[config.mk]
export PLATFORM = sky130hd
export DESIGN_NAME = config_syntax_scanner_flat
export DESIGN_NICKNAME = d
export VERILOG_FILES = /design/src/hw/rtl/csscan_pkg.sv /design/src/hw/rtl/csscan_if.sv /design/src/hw/rtl/csscan_front.sv /design/src/hw/rtl/csscan_queue.sv /design/src/hw/rtl/csscan_back.sv /design/src/hw/rtl/config_syntax_scanner.sv /design/src/flat_wrapper.sv
export SDC_FILE = /design/constraint.sdc
export NUM_CORES = 1
export LEC_CHECK = 0
export ABC_AREA = 1
export CAP_MARGIN = 10
export CORE_UTILIZATION = 50
export CTS_BUF_LIST = sky130_fd_sc_hd__clkbuf_8 sky130_fd_sc_hd__clkbuf_16
export CTS_CLUSTER_SIZE = 8
export DETAILED_ROUTE_END_ITERATION = 10
export DONT_BUFFER_PORTS = 1
export PLACE_DENSITY = 0.69
export SLEW_MARGIN = 10
export SYNTH_ARGS = -nofsm -noshare
export SYNTH_HDL_FRONTEND = slang
export SYNTH_HIERARCHICAL = 1
export SYNTH_SLANG_ARGS = --single-unit
[constraint.sdc]
create_clock -name clk -period 8.1 [get_ports clk]
set_input_delay 2.025 -clock clk [delete_from_list [all_inputs] [get_ports clk]]
set_output_delay 2.025 -clock clk [all_outputs]
set_load 0.01 [all_outputs]
[src/hw/rtl/csscan_pkg.sv]
// ----------------------------------------------------------------------------
// csscan_pkg
// Shared types and constants of the config syntax scanner: byte classes,
// scanner modes, token kinds, verdict codes and the queue entry format.
// ----------------------------------------------------------------------------
package csscan_pkg;

  localparam int unsigned QUEUE_DEPTH = 4;

  localparam logic [7:0] CH_OPEN   = 8'h7B;  // {
  localparam logic [7:0] CH_CLOSE  = 8'h7D;  // }
  localparam logic [7:0] CH_HASH   = 8'h23;  // #
  localparam logic [7:0] CH_SEMI   = 8'h3B;  // ;
  localparam logic [7:0] CH_DQUOTE = 8'h22;  // "
  localparam logic [7:0] CH_SQUOTE = 8'h27;  // '
  localparam logic [7:0] CH_SPACE  = 8'h20;
  localparam logic [7:0] CH_TAB    = 8'h09;
  localparam logic [7:0] CH_LF     = 8'h0A;
  localparam logic [7:0] CH_CR     = 8'h0D;

  typedef enum logic [2:0] {
    CLS_BLANK,
    CLS_BREAK,
    CLS_OPEN,
    CLS_CLOSE,
    CLS_SEMI,
    CLS_HASH,
    CLS_QUOTE,
    CLS_OTHER
  } cls_t;

  typedef enum logic [1:0] {
    MODE_START   = 2'd0,
    MODE_COMMENT = 2'd1,
    MODE_WORD    = 2'd2,
    MODE_BREAK   = 2'd3
  } mode_t;

  typedef enum logic [2:0] {
    KIND_START = 3'd0,
    KIND_WORD  = 3'd1,
    KIND_OPEN  = 3'd2,
    KIND_CLOSE = 3'd3,
    KIND_SEMI  = 3'd4
  } kind_t;

  typedef enum logic [1:0] {
    VERDICT_RUN    = 2'd0,
    VERDICT_ACCEPT = 2'd1,
    VERDICT_REJECT = 2'd2
  } verdict_t;

  typedef enum logic [1:0] {
    PUNCT_NONE  = 2'd0,
    PUNCT_OPEN  = 2'd1,
    PUNCT_CLOSE = 2'd2,
    PUNCT_SEMI  = 2'd3
  } punct_t;

  // One classified item on its way from the front to the back.
  typedef struct packed {
    logic [7:0] ch;
    logic       eoi;
    cls_t       cls;
  } cls_item_t;

endpackage

[src/hw/rtl/csscan_if.sv]
// ----------------------------------------------------------------------------
// csscan_if
// Valid/ready channels of the config syntax scanner: text bytes in,
// per-byte scan results out.
// ----------------------------------------------------------------------------
interface csscan_in_if;
  logic       valid;
  logic       ready;
  logic [7:0] ch;
  logic       end_of_input;

  modport source (output valid, output ch, output end_of_input, input ready);
  modport sink   (input valid, input ch, input end_of_input, output ready);
endinterface

interface csscan_out_if;
  logic       valid;
  logic       ready;
  logic [7:0] byte_out;
  logic       word_byte;
  logic       new_statement;
  logic       word_done;
  logic [1:0] punct;
  logic [7:0] depth;
  logic [1:0] status;

  modport source (
    output valid, output byte_out, output word_byte, output new_statement,
    output word_done, output punct, output depth, output status,
    input ready
  );
  modport sink (
    input valid, input byte_out, input word_byte, input new_statement,
    input word_done, input punct, input depth, input status,
    output ready
  );
endinterface

[src/hw/rtl/csscan_front.sv]
// ----------------------------------------------------------------------------
// csscan_front
// Accepts text items and sorts each byte into a class for the back end.
// ----------------------------------------------------------------------------
module csscan_front (
  csscan_in_if.sink               in_bus,
  input  logic                    q_ready,
  output logic                    q_push,
  output csscan_pkg::cls_item_t   q_item
);
  import csscan_pkg::*;

  cls_t cls;

  always_comb begin
    case (in_bus.ch)
      CH_SPACE, CH_TAB:     cls = CLS_BLANK;
      CH_LF, CH_CR:         cls = CLS_BREAK;
      CH_OPEN:              cls = CLS_OPEN;
      CH_CLOSE:             cls = CLS_CLOSE;
      CH_SEMI:              cls = CLS_SEMI;
      CH_HASH:              cls = CLS_HASH;
      CH_DQUOTE, CH_SQUOTE: cls = CLS_QUOTE;
      default:              cls = CLS_OTHER;
    endcase
  end

  assign in_bus.ready = q_ready;
  assign q_push       = in_bus.valid & q_ready;
  // Echo 0 for the end marker.
  assign q_item       = {(in_bus.end_of_input ? 8'h00 : in_bus.ch), in_bus.end_of_input, cls};

endmodule

[src/hw/rtl/csscan_queue.sv]
// ----------------------------------------------------------------------------
// csscan_queue
// Short FIFO of classified items between front and back end.
// ----------------------------------------------------------------------------
module csscan_queue (
  input  logic                    clk,
  input  logic                    rst_n,
  input  logic                    push,
  input  csscan_pkg::cls_item_t   push_item,
  output logic                    push_ready,
  input  logic                    pop,
  output logic                    pop_valid,
  output csscan_pkg::cls_item_t   pop_item
);
  import csscan_pkg::*;

  localparam int unsigned PTR_W = $clog2(QUEUE_DEPTH);
  localparam int unsigned CNT_W = $clog2(QUEUE_DEPTH + 1);

  cls_item_t               mem_r [QUEUE_DEPTH];
  logic      [PTR_W-1:0]   wr_ptr_r, wr_ptr_nxt;
  logic      [PTR_W-1:0]   rd_ptr_r, rd_ptr_nxt;
  logic      [CNT_W-1:0]   count_r, count_nxt;
  logic                    do_pop;

  assign push_ready = (count_r != CNT_W'(QUEUE_DEPTH));
  assign pop_valid  = (count_r != '0);
  assign pop_item   = mem_r[rd_ptr_r];
  assign do_pop     = pop & pop_valid;

  always_comb begin
    wr_ptr_nxt = push   ? wr_ptr_r + 1'b1 : wr_ptr_r;
    rd_ptr_nxt = do_pop ? rd_ptr_r + 1'b1 : rd_ptr_r;
    count_nxt  = count_r;
    if (push && !do_pop) begin
      count_nxt = count_r + 1'b1;
    end else if (!push && do_pop) begin
      count_nxt = count_r - 1'b1;
    end
  end

  always_ff @(posedge clk) begin
    if (!rst_n) begin
      wr_ptr_r <= '0;
      rd_ptr_r <= '0;
      count_r  <= '0;
    end else begin
      wr_ptr_r <= wr_ptr_nxt;
      rd_ptr_r <= rd_ptr_nxt;
      count_r  <= count_nxt;
    end
  end

  always_ff @(posedge clk) begin
    if (push) begin
      mem_r[wr_ptr_r] <= push_item;
    end
  end

endmodule

[src/hw/rtl/csscan_back.sv]
// ----------------------------------------------------------------------------
// csscan_back
// Scanner state machine and syntax rules; registers one result per item.
// ----------------------------------------------------------------------------
module csscan_back #(
  parameter int unsigned MAX_DEPTH = 255
) (
  input  logic                    clk,
  input  logic                    rst_n,
  input  logic                    q_valid,
  input  csscan_pkg::cls_item_t   q_item,
  output logic                    q_pop,
  csscan_out_if.source            out_bus
);
  import csscan_pkg::*;

  localparam int unsigned DW = $clog2(MAX_DEPTH + 1);
  localparam logic [DW-1:0] DEPTH_LIMIT = DW'(MAX_DEPTH);

  mode_t          mode_r, mode_nxt;
  kind_t          kind_r, kind_nxt;
  logic [DW-1:0]  depth_r, depth_nxt;
  verdict_t       verdict_r, verdict_nxt;

  logic           out_valid_r;
  logic [7:0]     byte_r;
  logic           word_r, word_nxt;
  logic           new_r, new_nxt;
  logic           done_r, done_nxt;
  punct_t         punct_r, punct_nxt;
  logic [DW+7:0]  depth_ext;

  logic           take;

  assign take  = q_valid & (~out_valid_r | out_bus.ready);
  assign q_pop = take;

  always_comb begin
    logic  do_start;
    kind_t eff_kind;

    mode_nxt    = mode_r;
    kind_nxt    = kind_r;
    depth_nxt   = depth_r;
    verdict_nxt = verdict_r;
    word_nxt    = 1'b0;
    new_nxt     = 1'b0;
    done_nxt    = 1'b0;
    punct_nxt   = PUNCT_NONE;
    do_start    = 1'b0;
    eff_kind    = kind_r;

    if (verdict_r == VERDICT_RUN) begin
      if (q_item.eoi) begin
        if (mode_r == MODE_WORD) begin
          verdict_nxt = VERDICT_REJECT;
        end else if ((kind_r == KIND_SEMI || kind_r == KIND_CLOSE) && depth_r == '0) begin
          verdict_nxt = VERDICT_ACCEPT;
        end else begin
          verdict_nxt = VERDICT_REJECT;
        end
      end else begin
        case (mode_r)
          MODE_COMMENT: begin
            if (q_item.cls == CLS_BREAK) begin
              mode_nxt = MODE_START;
            end
          end
          MODE_WORD: begin
            if (q_item.cls == CLS_BLANK || q_item.cls == CLS_BREAK ||
                q_item.cls == CLS_SEMI || q_item.cls == CLS_OPEN ||
                q_item.cls == CLS_CLOSE) begin
              done_nxt = 1'b1;
              kind_nxt = KIND_WORD;
              eff_kind = KIND_WORD;
              mode_nxt = MODE_START;
              do_start = 1'b1;
            end else begin
              word_nxt = 1'b1;
            end
          end
          MODE_BREAK: begin
            if (q_item.cls != CLS_BLANK && q_item.cls != CLS_BREAK) begin
              if (kind_r == KIND_WORD) begin
                // line break inside a statement
                verdict_nxt = VERDICT_REJECT;
              end else begin
                mode_nxt = MODE_START;
                do_start = 1'b1;
              end
            end
          end
          default: begin
            do_start = 1'b1;
          end
        endcase

        if (do_start) begin
          case (q_item.cls)
            CLS_OPEN: begin
              if (eff_kind != KIND_WORD || depth_r >= DEPTH_LIMIT) begin
                verdict_nxt = VERDICT_REJECT;
              end else begin
                depth_nxt = depth_r + 1'b1;
                kind_nxt  = KIND_OPEN;
                punct_nxt = PUNCT_OPEN;
              end
            end
            CLS_CLOSE: begin
              if ((eff_kind != KIND_SEMI && eff_kind != KIND_OPEN &&
                   eff_kind != KIND_CLOSE) || depth_r == '0) begin
                verdict_nxt = VERDICT_REJECT;
              end else begin
                depth_nxt = depth_r - 1'b1;
                kind_nxt  = KIND_CLOSE;
                punct_nxt = PUNCT_CLOSE;
              end
            end
            CLS_SEMI: begin
              if (eff_kind != KIND_WORD) begin
                verdict_nxt = VERDICT_REJECT;
              end else begin
                kind_nxt  = KIND_SEMI;
                punct_nxt = PUNCT_SEMI;
              end
            end
            CLS_HASH:  mode_nxt = MODE_COMMENT;
            CLS_QUOTE: verdict_nxt = VERDICT_REJECT;
            CLS_BLANK: ;
            CLS_BREAK: mode_nxt = MODE_BREAK;
            default: begin
              word_nxt = 1'b1;
              new_nxt  = (eff_kind != KIND_WORD);
              mode_nxt = MODE_WORD;
            end
          endcase
        end
      end
    end
  end

  always_ff @(posedge clk) begin
    if (!rst_n) begin
      mode_r      <= MODE_START;
      kind_r      <= KIND_START;
      depth_r     <= '0;
      verdict_r   <= VERDICT_RUN;
      out_valid_r <= 1'b0;
    end else begin
      if (take) begin
        mode_r    <= mode_nxt;
        kind_r    <= kind_nxt;
        depth_r   <= depth_nxt;
        verdict_r <= verdict_nxt;
      end
      if (take) begin
        out_valid_r <= 1'b1;
      end else if (out_bus.ready) begin
        out_valid_r <= 1'b0;
      end
    end
  end

  always_ff @(posedge clk) begin
    if (take) begin
      byte_r  <= q_item.ch;
      word_r  <= word_nxt;
      new_r   <= new_nxt;
      done_r  <= done_nxt;
      punct_r <= punct_nxt;
    end
  end

  // Depth and status come from the state registers, which advance with the result.
  assign depth_ext             = {8'h00, depth_r};
  assign out_bus.valid         = out_valid_r;
  assign out_bus.byte_out      = byte_r;
  assign out_bus.word_byte     = word_r;
  assign out_bus.new_statement = new_r;
  assign out_bus.word_done     = done_r;
  assign out_bus.punct         = punct_r;
  assign out_bus.depth         = depth_ext[7:0];
  assign out_bus.status        = verdict_r;

endmodule

[src/hw/rtl/config_syntax_scanner.sv]
// ----------------------------------------------------------------------------
// config_syntax_scanner
// Streaming lexer and syntax checker for brace-structured config text.
// ----------------------------------------------------------------------------
// Feed the text one byte per item on in_bus, then one item with end_of_input
// set. Every item yields exactly one result on out_bus: the byte echoed (0 for
// the end marker), flags for word bytes, statement starts and word ends, the
// punctuation taken, the brace depth (low 8 bits) and a sticky status of
// running, accepted or rejected. Once decided, the state holds and later items
// only echo. The block sustains one item per clock while out_bus is ready: the
// front end classifies each byte as it is accepted and writes it into a
// four-entry queue, and the back end applies the scanner state update
// combinationally and holds the result in an output register, so either side
// may stall on its own. An accepted item passes through the queue before its
// result is registered in the back end and turns valid on out_bus.
// MAX_DEPTH (1..65535) sets the deepest brace nesting allowed.
// ----------------------------------------------------------------------------
module config_syntax_scanner #(
  parameter int unsigned MAX_DEPTH = 255
) (
  input  logic          clk,
  input  logic          rst_n,
  csscan_in_if.sink     in_bus,
  csscan_out_if.source  out_bus
);
  import csscan_pkg::*;

  // Front end to queue
  logic       push;
  logic       push_ready;
  cls_item_t  push_item;

  // Queue to back end
  logic       pop;
  logic       pop_valid;
  cls_item_t  pop_item;

  // Classify each accepted byte; accept whenever the queue has room.
  csscan_front u_front (
    .in_bus  (in_bus),
    .q_ready (push_ready),
    .q_push  (push),
    .q_item  (push_item)
  );

  // Hold classified items until the back end takes them.
  csscan_queue u_queue (
    .clk        (clk),
    .rst_n      (rst_n),
    .push       (push),
    .push_item  (push_item),
    .push_ready (push_ready),
    .pop        (pop),
    .pop_valid  (pop_valid),
    .pop_item   (pop_item)
  );

  // Advance the scanner state and register the result.
  csscan_back #(
    .MAX_DEPTH (MAX_DEPTH)
  ) u_back (
    .clk     (clk),
    .rst_n   (rst_n),
    .q_valid (pop_valid),
    .q_item  (pop_item),
    .q_pop   (pop),
    .out_bus (out_bus)
  );

endmodule
[src/flat_wrapper.sv]
// flat-port wrapper written by rule: the top's interface ports become plain ports
module config_syntax_scanner_flat import csscan_pkg::*;
#(
  parameter int unsigned MAX_DEPTH = 255
)
  (clk, rst_n, in_bus_valid, in_bus_ch, in_bus_end_of_input, in_bus_ready, out_bus_valid, out_bus_byte_out, out_bus_word_byte, out_bus_new_statement, out_bus_word_done, out_bus_punct, out_bus_depth, out_bus_status, out_bus_ready);
  csscan_in_if in_bus_i ();
  csscan_out_if out_bus_i ();
  input  logic clk;
  input  logic rst_n;
  input wire logic [$bits(in_bus_i.valid)-1:0] in_bus_valid;
  input wire logic [$bits(in_bus_i.ch)-1:0] in_bus_ch;
  input wire logic [$bits(in_bus_i.end_of_input)-1:0] in_bus_end_of_input;
  output wire logic [$bits(in_bus_i.ready)-1:0] in_bus_ready;
  output wire logic [$bits(out_bus_i.valid)-1:0] out_bus_valid;
  output wire logic [$bits(out_bus_i.byte_out)-1:0] out_bus_byte_out;
  output wire logic [$bits(out_bus_i.word_byte)-1:0] out_bus_word_byte;
  output wire logic [$bits(out_bus_i.new_statement)-1:0] out_bus_new_statement;
  output wire logic [$bits(out_bus_i.word_done)-1:0] out_bus_word_done;
  output wire logic [$bits(out_bus_i.punct)-1:0] out_bus_punct;
  output wire logic [$bits(out_bus_i.depth)-1:0] out_bus_depth;
  output wire logic [$bits(out_bus_i.status)-1:0] out_bus_status;
  input wire logic [$bits(out_bus_i.ready)-1:0] out_bus_ready;
  assign in_bus_i.valid = in_bus_valid;
  assign in_bus_i.ch = in_bus_ch;
  assign in_bus_i.end_of_input = in_bus_end_of_input;
  assign in_bus_ready = in_bus_i.ready;
  assign out_bus_valid = out_bus_i.valid;
  assign out_bus_byte_out = out_bus_i.byte_out;
  assign out_bus_word_byte = out_bus_i.word_byte;
  assign out_bus_new_statement = out_bus_i.new_statement;
  assign out_bus_word_done = out_bus_i.word_done;
  assign out_bus_punct = out_bus_i.punct;
  assign out_bus_depth = out_bus_i.depth;
  assign out_bus_status = out_bus_i.status;
  assign out_bus_i.ready = out_bus_ready;
  config_syntax_scanner #(.MAX_DEPTH(MAX_DEPTH)) u_core (.clk(clk), .rst_n(rst_n), .in_bus(in_bus_i), .out_bus(out_bus_i));
endmodule
**After elaboration in Yosys (flattened, before gate mapping)**

Memories as Yosys holds them, arrays and structs flattened. A register that Yosys moved wholly into a read port is not among the register bits.
Cells that the tools add are included.

- Bits in registers: 36
- Bits in writable memories: 48
- Input port bits: 13
- Memories kept: 1

Memory list:

| name | depth | bits a word | rd ports | clocked after Yosys merged registers in | write ports | RTL line | RTL |
|---|---|---|---|---|---|---|---|
| u_core.u_queue.mem_r | 4 | 12 | 1 | 1 | 1 | csscan_queue.sv:20 | `cls_item_t mem_r [QUEUE_DEPTH];` |

- Add/sub/neg operators: 6
- Magnitude comparators: 1
- Eq/ne operators: 30
- Multiplexer cells: 54
- Bitwise logic cells: 9
- Reduce and logical (&&, ||, !) cells: 35

Operators with widths:

| operator | number |
|---|---|
| 8-bit by 6-bit equality test with 1-bit output, second input constant | 5 |
| 2-bit 2-to-1 mux | 19 |
| 3-bit 2-to-1 mux | 10 |
| 8-bit by 4-bit equality test with 1-bit output, second input constant | 3 |
| 8-bit 2-to-1 mux | 3 |
| 3-bit one-hot mux with 7 select lines | 1 |
| 2-bit one-hot mux with 3 select lines | 3 |
| 8-bit by 7-bit equality test with 1-bit output, second input constant | 2 |
| 8-bit one-hot mux with 2 select lines | 1 |
| 1-bit 2-to-1 mux | 14 |
| 3-bit equality test, second input constant | 4 |
| 10-bit OR reduction | 1 |
| 3-bit by 2-bit equality test with 1-bit output, second input constant | 3 |
| 3-bit one-hot mux with 3 select lines | 1 |
| 8-bit by 1-bit adder with 8-bit output, second input constant | 1 |
| 8-bit greater-or-equal comparator, second input constant | 1 |
| 8-bit zero test | 1 |
| 2-bit one-hot mux with 4 select lines | 1 |
| 2-bit OR reduction | 4 |
| 8-bit by 1-bit subtractor with 8-bit output, second input constant | 1 |
| 1-bit logical OR | 7 |
| 7-bit AND reduction | 1 |
| 7-bit OR reduction | 1 |
| 3-bit by 1-bit equality test with 1-bit output, second input constant | 2 |
| other kinds (23) | 45 |

**Longest topological paths before layout**

Gate-level depths: netlist (run 1).

- Depth in word-level cells: 17
- Mapped depth: 17
- Gate-level depth less buffers: 16

**Modules after synthesis**

Netlist (run 1), hierarchy kept.

By module, submodules not included:

| module | times used | cells an instance | area an instance (um^2) | seq. area each (um^2) |
|---|---|---|---|---|
| csscan_queue | 1 | 179 | 2250.9 | 1621.6 |
| csscan_back | 1 | 230 | 1835.5 | 710.7 |
| csscan_front | 1 | 74 | 310.3 | 0.0 |

**Least setup slack after synthesis (run 1)**

Ideal clock, no wire load.

- Path kind: input-to-reg
- Start: in out_bus_ready
- End: reg u_core.u_queue.count_r[1]
- Setup time: 0.116 ns
- Data arrival time: 3.674 ns
- Required time: 7.984 ns
- Setup slack: 4.310 ns
- Stages on the path: 8
- Buffers on the path: 0
- Path through: inv_1 a21oi_2 nand2_2 ha_1 inv_1 fa_1 o21ai_0 nor2_1

- Word-level cells in the longest chain between the ends: 6

Ends and longest elaborated chain:

| element | RTL line | RTL |
|---|---|---|
| start: declaration | flat_wrapper.sv:23 | `input wire logic [$bits(out_bus_i.ready)-1:0] out_bus_ready;` |
| 1-bit OR | csscan_back.sv:35 | `assign take = q_valid & (~out_valid_r \| out_bus.ready);` |
| 1-bit AND | csscan_back.sv:35 |  |
| named net u_core.pop | config_syntax_scanner.sv:34 | `logic pop;` |
| 1-bit AND | csscan_queue.sv:29 | `assign do_pop = pop & pop_valid;` |
| 1-bit zero test | csscan_queue.sv:35 | `if (push && !do_pop) begin` |
| 1-bit logical AND | csscan_queue.sv:35 |  |
| 3-bit 2-to-1 mux | csscan_queue.sv:35 |  |
| named net u_core.u_queue.count_nxt[1] | csscan_queue.sv:23 | `logic [CNT_W-1:0] count_r, count_nxt;` |
| end signal: assignment | csscan_queue.sv:50 | `count_r <= count_nxt;` |
| end: declaration | csscan_queue.sv:23 |  |

The timed path passes the listed nets, and every way through them passes these cells.
A chain may end at the register's enable or synchronous reset.

==> impl_metrics.sql, run 1 <==
INSERT INTO impl_metrics (metric_group, metric, value, unit) VALUES
('outcome', 'run_status', 'finished clean', ''),
('timing', 'accumulated_negative_setup_slack', '0', 'ns'),
('logic_synthesis', 'synth_enable_flop_cells', '61', ''),
('logic_synthesis', 'synth_largest_type_area_fraction', '0.417', ''),
('timing', 'final-setup-viol-count', '0', ''),
('layout', 'postLayoutCellArea', '4690', 'um^2'),
('critical_path', 'path_cells', 'inv_2 > o21ai_1 > o22ai_1 > inv_2 > nand2_1 > nor2_4 > inv_1 > fa_1 > o21ai_0 > nand2_1 > nand2_1 > a21oi_1 > or2_2 > a21oi_2', ''),
('placed_design', 'place.gp.congestion', '0.868', ''),
('critical_path', 'worstSetupPathDepth', '14', ''),
('drt', 'routed_wirelength', '8440', 'um'),
('global_route', 'overflow_left_after_global_routing', '0', ''),
('global_route', 'number_of_global_route_vias_before_repair', '2967', ''),
('logic_synthesis', 'synthesis.area', '4400', 'um^2'),
('power_and_ir_drop', 'static-leakage-power', '1.92', 'nW'),
('clock_network', 'cts_tree', 'done', ''),
('placed_design', 'port-buffer-count', '0', ''),
('logic_synthesis', 'asyncSetResetFlopFracSynth', '0', ''),
('critical_path', 'worst_path_dominant_cell_family', 'compound AO/OA/AOI/OAI gates', ''),
('timing', 'max_slew_margin', '0.442', ''),
('critical_path', 'crit_path_end', 'u_core/u_back/out_bus.depth[6]', ''),
('logic_synthesis', 'yosys.cell_types.count', '40', ''),
('global_route', 'met1_resource_use_gr', '0.239', ''),
('critical_path', 'reg2regPathDepth', '14', ''),
('timing', 'timing.hold.ws', '0.499', 'ns'),
('critical_path', 'worst_ep_arrival_time', '4.05', 'ns'),
('clock_network', 'worst_setup_hold_path_clk_slew', '0.09', 'ns'),
('timing', 'setup_repair_after_global_routing_missed_its_margin', 'false', ''),
('layout', 'layout_overhead_on_the_synthesized_area', '6.66', '%'),
('clock_network', 'clock_insertion_delay_worst_skew', '0.35', 'ns'),
('timing', 'clock_skew', '0.00731', 'ns'),
('logic_synthesis', 'syn_avg_cell_area', '9.10', 'um^2'),
('logic_synthesis', 'number_of_instances_in_the_synthesized_netlist', '483', ''),
('global_route', 'grt_use_met3', '0.0442', ''),
('logic_synthesis', 'yosys_top_cell_by_area', 'sky130_fd_sc_hd__edfxtp_1', ''),
('logic_synthesis', 'postSynthNetCount', '509', ''),
('layout', 'nets', '511', ''),
('layout', 'core_util_final', '0.559', ''),
('clock_network', 'clock_tree.root_cell', 'sky130_fd_sc_hd__clkbuf_8', ''),
('layout', 'antenna_cells_inserted', '0', ''),
('critical_path', 'crit_path_max_fanout', '25', ''),
('clock_network', 'post_cts_resized', '0', ''),
('timing', 'fmax', '266', 'MHz'),
('clock_network', 'cts_max_level', '3', ''),
('power_and_ir_drop', 'power-per-cell-area', '346', 'nW/um^2'),
('critical_path', 'crit_slowest_cell', 'sky130_fd_sc_hd__dfxtp_1', ''),
('clock_network', 'clk_path_buf_depth', '2', ''),
('die', 'height_of_the_chip', '95.8', 'um'),
('drt', 'routed_wire_length_per_instance', '14.2', 'um'),
('global_route', 'groute.usage.overall', '0.197', ''),
('run', 'max-cap-violations', '0', ''),
('timing', 'worst-slew-pin-transition', '0.836', 'ns'),
('clock_network', 'cts_hold_buf', '0', ''),
('clock_network', 'cts_sinks', '86', ''),
('critical_path', 'worst-r2r-setup-slack', '4.34', 'ns'),
('global_route', 'global_route.usage.met2', '0.334', ''),
('critical_path', 'data_required_time_at_the_worst_endpoint', '8.39', 'ns'),
('logic_synthesis', 'synthFlopType', 'sky130_fd_sc_hd__edfxtp_1', ''),
('global_route', 'grt_antenna_before_repair', '0', ''),
('logic_synthesis', 'synth.yosys.warnings', '6', ''),
('global_route', 'pin_count_of_the_biggest_net_entering_global_routing', '26', ''),
('drt', 'num_vias', '3195', ''),
('logic_synthesis', 'synth_top_cells_by_area', 'sky130_fd_sc_hd__edfxtp_1 (42%), sky130_fd_sc_hd__dfxtp_1 (11%), sky130_fd_sc_hd__nand2_1 (7.2%), sky130_fd_sc_hd__nor2_1 (6.6%), sky130_fd_sc_hd__inv_1 (4.4%)', ''),
('timing', 'final.period_utilization', '0.464', ''),
('critical_path', 'critical_path.most_common_cell', 'sky130_fd_sc_hd__nand2_1', ''),
('die', 'design.portCount', '38', ''),
('timing', 'finalWorstPathRequiredPeriod', '3.76', 'ns'),
('die', 'start_util', '0.525', ''),
('logic_synthesis', 'synth_most_common_cell', 'sky130_fd_sc_hd__nand2_1', ''),
('global_route', 'busiest_layer', 'met2', ''),
('worst_hold_path', 'classification_of_the_worst_slack_hold_path', 'flop to flop', ''),
('layout', 'final_layout_fill_cell_count', '752', '');
## placed cells by master (no fill, tap or decap), types with 4 or more instances in the layout
cell                       count
sky130_fd_sc_hd__o21ai_0      19
sky130_fd_sc_hd__nor2_1       77
sky130_fd_sc_hd__nand2_2       8
sky130_fd_sc_hd__edfxtp_1     61
sky130_fd_sc_hd__a21oi_1      28
sky130_fd_sc_hd__nand3_1      20
sky130_fd_sc_hd__dfxtp_1      25
sky130_fd_sc_hd__o22ai_1      14
sky130_fd_sc_hd__o21ai_1      18
sky130_fd_sc_hd__nand2_1      84
sky130_fd_sc_hd__inv_1        51
sky130_fd_sc_hd__ha_1         11
sky130_fd_sc_hd__a21oi_2       4
sky130_fd_sc_hd__nand2_4       7
sky130_fd_sc_hd__clkbuf_8      9
sky130_fd_sc_hd__inv_2         9
## cells by family after synthesis
logic type | count (synthesis) | share of synthesized area
adder cells (fa/ha/maj) | 13 | 0.0404
buffers and inverters | 70 | 0.0680
AND/OR/NAND/NOR | 215 | 0.231
XOR/XNOR | 5 | 0.00996
flip-flops | 86 | 0.530
AO/OA/AOI/OAI | 94 | 0.121
## final cells by class
type / count / area, um^2 / area share
clock buffer: 9 / 124 / 0.0264
clock inverter: 7 / 104 / 0.0221
inverter: 60 / 225 / 0.0480
multi-input combinational: 327 / 1770 / 0.376
sequential: 86 / 2330 / 0.497
tap: 105 / 131 / 0.0280
timing repair buffer: 1 / 7.51 / 0.00160
## tightest hold or removal path, stage by stage (launching register included)
cell and delay [ns]:
sky130_fd_sc_hd__dfxtp_1 0.33, sky130_fd_sc_hd__nand2_1 0.06, sky130_fd_sc_hd__a21oi_1 0.06
## layer usage
metal | wire, um | vias up
met5 | 0 | -
met4 | 104 | 0
met3 | 396 | 10
met2 | 4360 | 86
met1 | 3580 | 1475
li1 | - | 1624
## sequential cells by signal, indices dropped and copies added (netlist names), named ones only
name	count
u_core/u_back/out_bus.word_byte	1
u_core/u_back/out_bus.word_done	1
u_core/u_queue/mem_r	48
u_core/u_back/out_bus.new_statement	1
u_core/u_back/out_bus.byte_out	8
u_core/u_queue/wr_ptr_r	2
u_core/u_back/out_bus.depth	8
u_core/u_back/out_bus.valid	1
u_core/u_queue/rd_ptr_r	2
u_core/u_queue/count_r	3
u_core/u_back/out_bus.status	2
u_core/u_back/out_bus.punct	2
u_core/u_back/mode_r	2
u_core/u_back/kind_r	3
## worst min path at each step
stage	startpoint	end	slack, ns	cells past startpoint
after detailed placement	u_core/u_queue/rd_ptr_r[1]	u_core/u_queue/rd_ptr_r[1]	0.49	2
after CTS	u_core/u_queue/rd_ptr_r[1]	u_core/u_queue/rd_ptr_r[1]	0.50	2
after global placement	u_core/u_queue/rd_ptr_r[0]	u_core/u_queue/rd_ptr_r[0]	0.48	2
after floorplan	u_core/u_queue/rd_ptr_r[1]	flop	0.46	2
final	u_core/u_queue/rd_ptr_r[1]	u_core/u_queue/rd_ptr_r[1]	0.50	2
after global routing	u_core/u_queue/rd_ptr_r[0]	u_core/u_queue/rd_ptr_r[0]	0.53	2
## per-stage QoR
step | cells | setup slack (ns)
2_1_floorplan | 483 | 4.31
3_3_place_gp | 579 | 4.50
3_5_place_dp | 579 | 4.38
4_1_cts | 595 | 4.37
5_1_grt | 595 | 4.01
6_report | 595 | 4.34
## power breakdown
part / switching, mW / internal (mW) / leakage, nW / total, mW
registers: 0.104 / 0.587 / 0.776 / 0.690
clock network: 0.156 / 0.177 / 0.108 / 0.333
logic: 0.409 / 0.189 / 1.04 / 0.598
No activity file was read; power rests on OpenSTA's default activity.
==> run 2, diff against run 1 <==
Clock period 8.1 ns to 3.7 ns, I/O delays scaled along.
==> impl_metrics.sql, run 2 (synthesis gave the netlist of run 1 again) <==
INSERT INTO impl_metrics (metric_group, metric, value, unit) VALUES
('placed_design', 'port-buffer-count', '0', ''),
('outcome', 'run_status', 'finished clean', ''),
('timing', 'timing.hold.ws', '0.509', 'ns'),
('critical_path', 'cpPeakStageDelay', '0.57', 'ns'),
('layout', 'layout_overhead_on_the_synthesized_area', '6.43', '%'),
('timing', 'fmax', '304', 'MHz'),
('layout', 'nets', '514', ''),
('die', 'core_region_area', '8380', 'um^2'),
('critical_path', 'worst-r2r-setup-slack', '0.41', 'ns'),
('die', 'dieArea', '9170', 'um^2'),
('layout', 'max_ffs_per_register', '48', ''),
('layout', 'multi_input_area', '1770', 'um^2'),
('critical_path', 'data_required_time_at_the_worst_endpoint', '3.99', 'ns'),
('die', 'die_width', '95.8', 'um'),
('die', 'num_rows', '33', ''),
('clock_network', 'cts_setup_buffers', '0', ''),
('timing', 'finalWorstPathRequiredPeriod', '3.29', 'ns'),
('timing', 'max_slew_margin', '0.618', ''),
('layout', 'layout_common_cells', 'sky130_fd_sc_hd__nand2_1 (84), sky130_fd_sc_hd__nor2_1 (77), sky130_fd_sc_hd__edfxtp_1 (61)', ''),
('power_and_ir_drop', 'vdd_ir_drop_max', '275', 'uV'),
('clock_network', 'clock_insertion_delay_worst_skew', '0.35', 'ns'),
('layout', 'antenna_cells_inserted', '0', ''),
('power_and_ir_drop', 'sw_frac_of_total', '0.421', ''),
('timing', 'worst-slew-pin-transition', '0.572', 'ns'),
('critical_path', 'crit_path_max_fanout', '13', ''),
('layout', 'layout_commonest_cell', 'sky130_fd_sc_hd__nand2_1', ''),
('drt', 'detailedRoute.firstPassIterationCount', '5', ''),
('critical_path', 'worst_path_dominant_cell_family', 'simple AND/OR/NAND/NOR gates', ''),
('die', 'height_of_the_chip', '95.8', 'um'),
('critical_path', 'worstSetupPathDepth', '14', ''),
('layout', 'final_layout_size_suffix_gt1_frac', '0.124', ''),
('clock_network', 'cts_max_level', '3', ''),
('critical_path', 'critical_path.most_common_cell', 'sky130_fd_sc_hd__nand2_1', ''),
('clock_network', 'clock_tree.root_cell', 'sky130_fd_sc_hd__clkbuf_8', ''),
('power_and_ir_drop', 'power.switching', '1.48', 'mW'),
('layout', 'largest_register', 'u_core/u_queue/mem_r', ''),
('critical_path', 'worst_ep_arrival_time', '3.58', 'ns'),
('run', 'max-cap-violations', '0', ''),
('drt', 'via_per_inst', '5.39', ''),
('drt', 'routed_wirelength', '8660', 'um'),
('timing', 'accumulated_negative_setup_slack', '0', 'ns'),
('critical_path', 'reg2regPathDepth', '14', ''),
('power_and_ir_drop', 'power.share.clock', '0.186', ''),
('power_and_ir_drop', 'power', '3.51', 'mW'),
('timing', 'timing.final.max_slew_violations', '0', ''),
('power_and_ir_drop', 'share_comb_of_total_power', '0.392', ''),
('clock_network', 'cts_tree', 'done', ''),
('die', 'design.portCount', '38', ''),
('die', 'start_util', '0.525', ''),
('critical_path', 'worst_reg2reg_path_endpoint', 'u_core/u_back/out_bus.depth[6]', ''),
('global_route', 'grt_first_pass_wirelength', '14200', 'um'),
('drt', 'routed_wire_length_per_instance', '14.5', 'um'),
('critical_path', 'timing_worst_setup_path_type', 'flop to flop', ''),
('timing', 'finalHoldViolCount', '0', ''),
('layout', 'final_layout_fill_cell_count', '750', ''),
('drt', 'route.antenna.remaining_nets', '0', ''),
('critical_path', 'crit_slowest_cell', 'sky130_fd_sc_hd__dfxtp_1', ''),
('drt', 'route.detailed.drc', '0', ''),
('critical_path', 'crit_path_end', 'u_core/u_back/out_bus.depth[6]', ''),
('global_route', 'pin_count_of_the_biggest_net_entering_global_routing', '21', ''),
('critical_path', 'worst_setup_path_start_kind', 'flop', ''),
('drt', 'detailedRoute.firstIterationViolations', '149', ''),
('timing', 'final-setup-viol-count', '0', ''),
('clock_network', 'clk_path_buf_depth', '2', ''),
('power_and_ir_drop', 'static-leakage-power', '1.92', 'nW'),
('global_route', 'overflow_left_after_global_routing', '0', ''),
('clock_network', 'cts_sinks', '86', ''),
('clock_network', 'number_of_cts_inserted_buffers', '9', ''),
('timing', 'setup_repair_after_global_routing_missed_its_margin', 'false', ''),
('timing', 'final.period_utilization', '0.889', ''),
('critical_path', 'critPathCaptureType', 'flop', ''),
('layout', 'area_of_all_sequential_standard_cells', '2330', 'um^2'),
('global_route', 'number_of_global_route_vias_before_repair', '3126', ''),
('drt', 'num_vias', '3222', ''),
('clock_network', 'cts_hold_buf', '0', ''),
('global_route', 'groute.usage.overall', '0.209', ''),
('timing', 'clock_skew', '0.00910', 'ns'),
('power_and_ir_drop', 'power-per-cell-area', '750', 'nW/um^2'),
('critical_path', 'path_buf_inv', '3', ''),
('global_route', 'grt_antenna_before_repair', '0', ''),
('clock_network', 'post_cts_resized', '0', ''),
('power_and_ir_drop', 'cell_internal_pwr', '2.03', 'mW'),
('placed_design', 'dp_hpwl', '6270', 'um'),
('worst_hold_path', 'classification_of_the_worst_slack_hold_path', 'flop to flop', ''),
('placed_design', 'place.gp.congestion', '0.839', ''),
('clock_network', 'worst_setup_hold_path_clk_slew', '0.09', 'ns'),
('critical_path', 'path_cells', 'inv_1 > o21ai_1 > o22ai_1 > inv_2 > nand2_1 > nor2_4 > inv_1 > fa_1 > o21ai_0 > nand2_1 > nand2_1 > a21oi_1 > or2_2 > a21oi_2', ''),
('power_and_ir_drop', 'power.sequential.fraction', '0.422', '');
[run 2: changes by cell type in the layout (fill, tap and decap cells not counted)]
cell / delta
sky130_fd_sc_hd__buf_4: +3
sky130_fd_sc_hd__bufinv_16: -1
sky130_fd_sc_hd__clkinv_1: +1
sky130_fd_sc_hd__clkinv_2: +1
sky130_fd_sc_hd__clkinv_4: -1
sky130_fd_sc_hd__inv_6: +1
sky130_fd_sc_hd__inv_8: -1
[run 2: power by group through the flow]
stage / Clock (mW) / Sequential (mW) / Combinational (mW)
3_3_place_gp: 0 / 1.50 / 1.33
5_1_grt: 0.703 / 1.51 / 1.55
6_report: 0.654 / 1.48 / 1.38
4_1_cts: 0.666 / 1.48 / 1.38
2_1_floorplan: 0 / 1.46 / 1.12
3_5_place_dp: 0 / 1.50 / 1.37
[run 2: tightest hold or removal path: stages (launching register included)]
cell                      delay, ns
sky130_fd_sc_hd__dfxtp_1       0.34
sky130_fd_sc_hd__nand2_1       0.07
sky130_fd_sc_hd__a21oi_1       0.06
[run 2: how the worst min path moves through the flow]
stage	start	end	cells past startpoint
6_report	u_core/u_back/kind_r[2]	u_core/u_back/kind_r[2]	2
4_1_cts	u_core/u_back/kind_r[2]	u_core/u_back/kind_r[2]	2
5_1_grt	u_core/u_back/kind_r[2]	u_core/u_back/kind_r[2]	2
3_5_place_dp	u_core/u_back/kind_r[2]	u_core/u_back/kind_r[2]	2
2_1_floorplan	u_core/u_queue/rd_ptr_r[1]	flop	2
3_3_place_gp	u_core/u_queue/rd_ptr_r[0]	u_core/u_queue/rd_ptr_r[0]	2
[run 2: layout make-up]
| type | count | area share |
|---|---|---|
| inverter | 60 | 0.0481 |
| sequential | 86 | 0.498 |
| multi-input combinational | 327 | 0.377 |
| clock inverter | 7 | 0.0152 |
| timing repair buffer | 4 | 0.00642 |
| clock buffer | 9 | 0.0265 |
| tap | 105 | 0.0281 |
[run 2: routing by layer]
metal | wire length (um) | global-route usage
met4 | 170 | 0.0883
met5 | 0 | 0
met2 | 4400 | 0.368
met3 | 321 | 0.0458
met1 | 3770 | 0.245
[run 2: stage by stage]
stage / area (um^2) / util / std cells / worst slack (ns)
2_1_floorplan: 4400 / - / 483 / 0.785
3_3_place_gp: 4480 / 0.535 / 582 / 0.510
3_5_place_dp: 4480 / 0.535 / 582 / 0.409
4_1_cts: 4680 / 0.558 / 598 / 0.393
5_1_grt: 4680 / 0.558 / 598 / 0.126
6_report: 4680 / 0.558 / 598 / 0.411
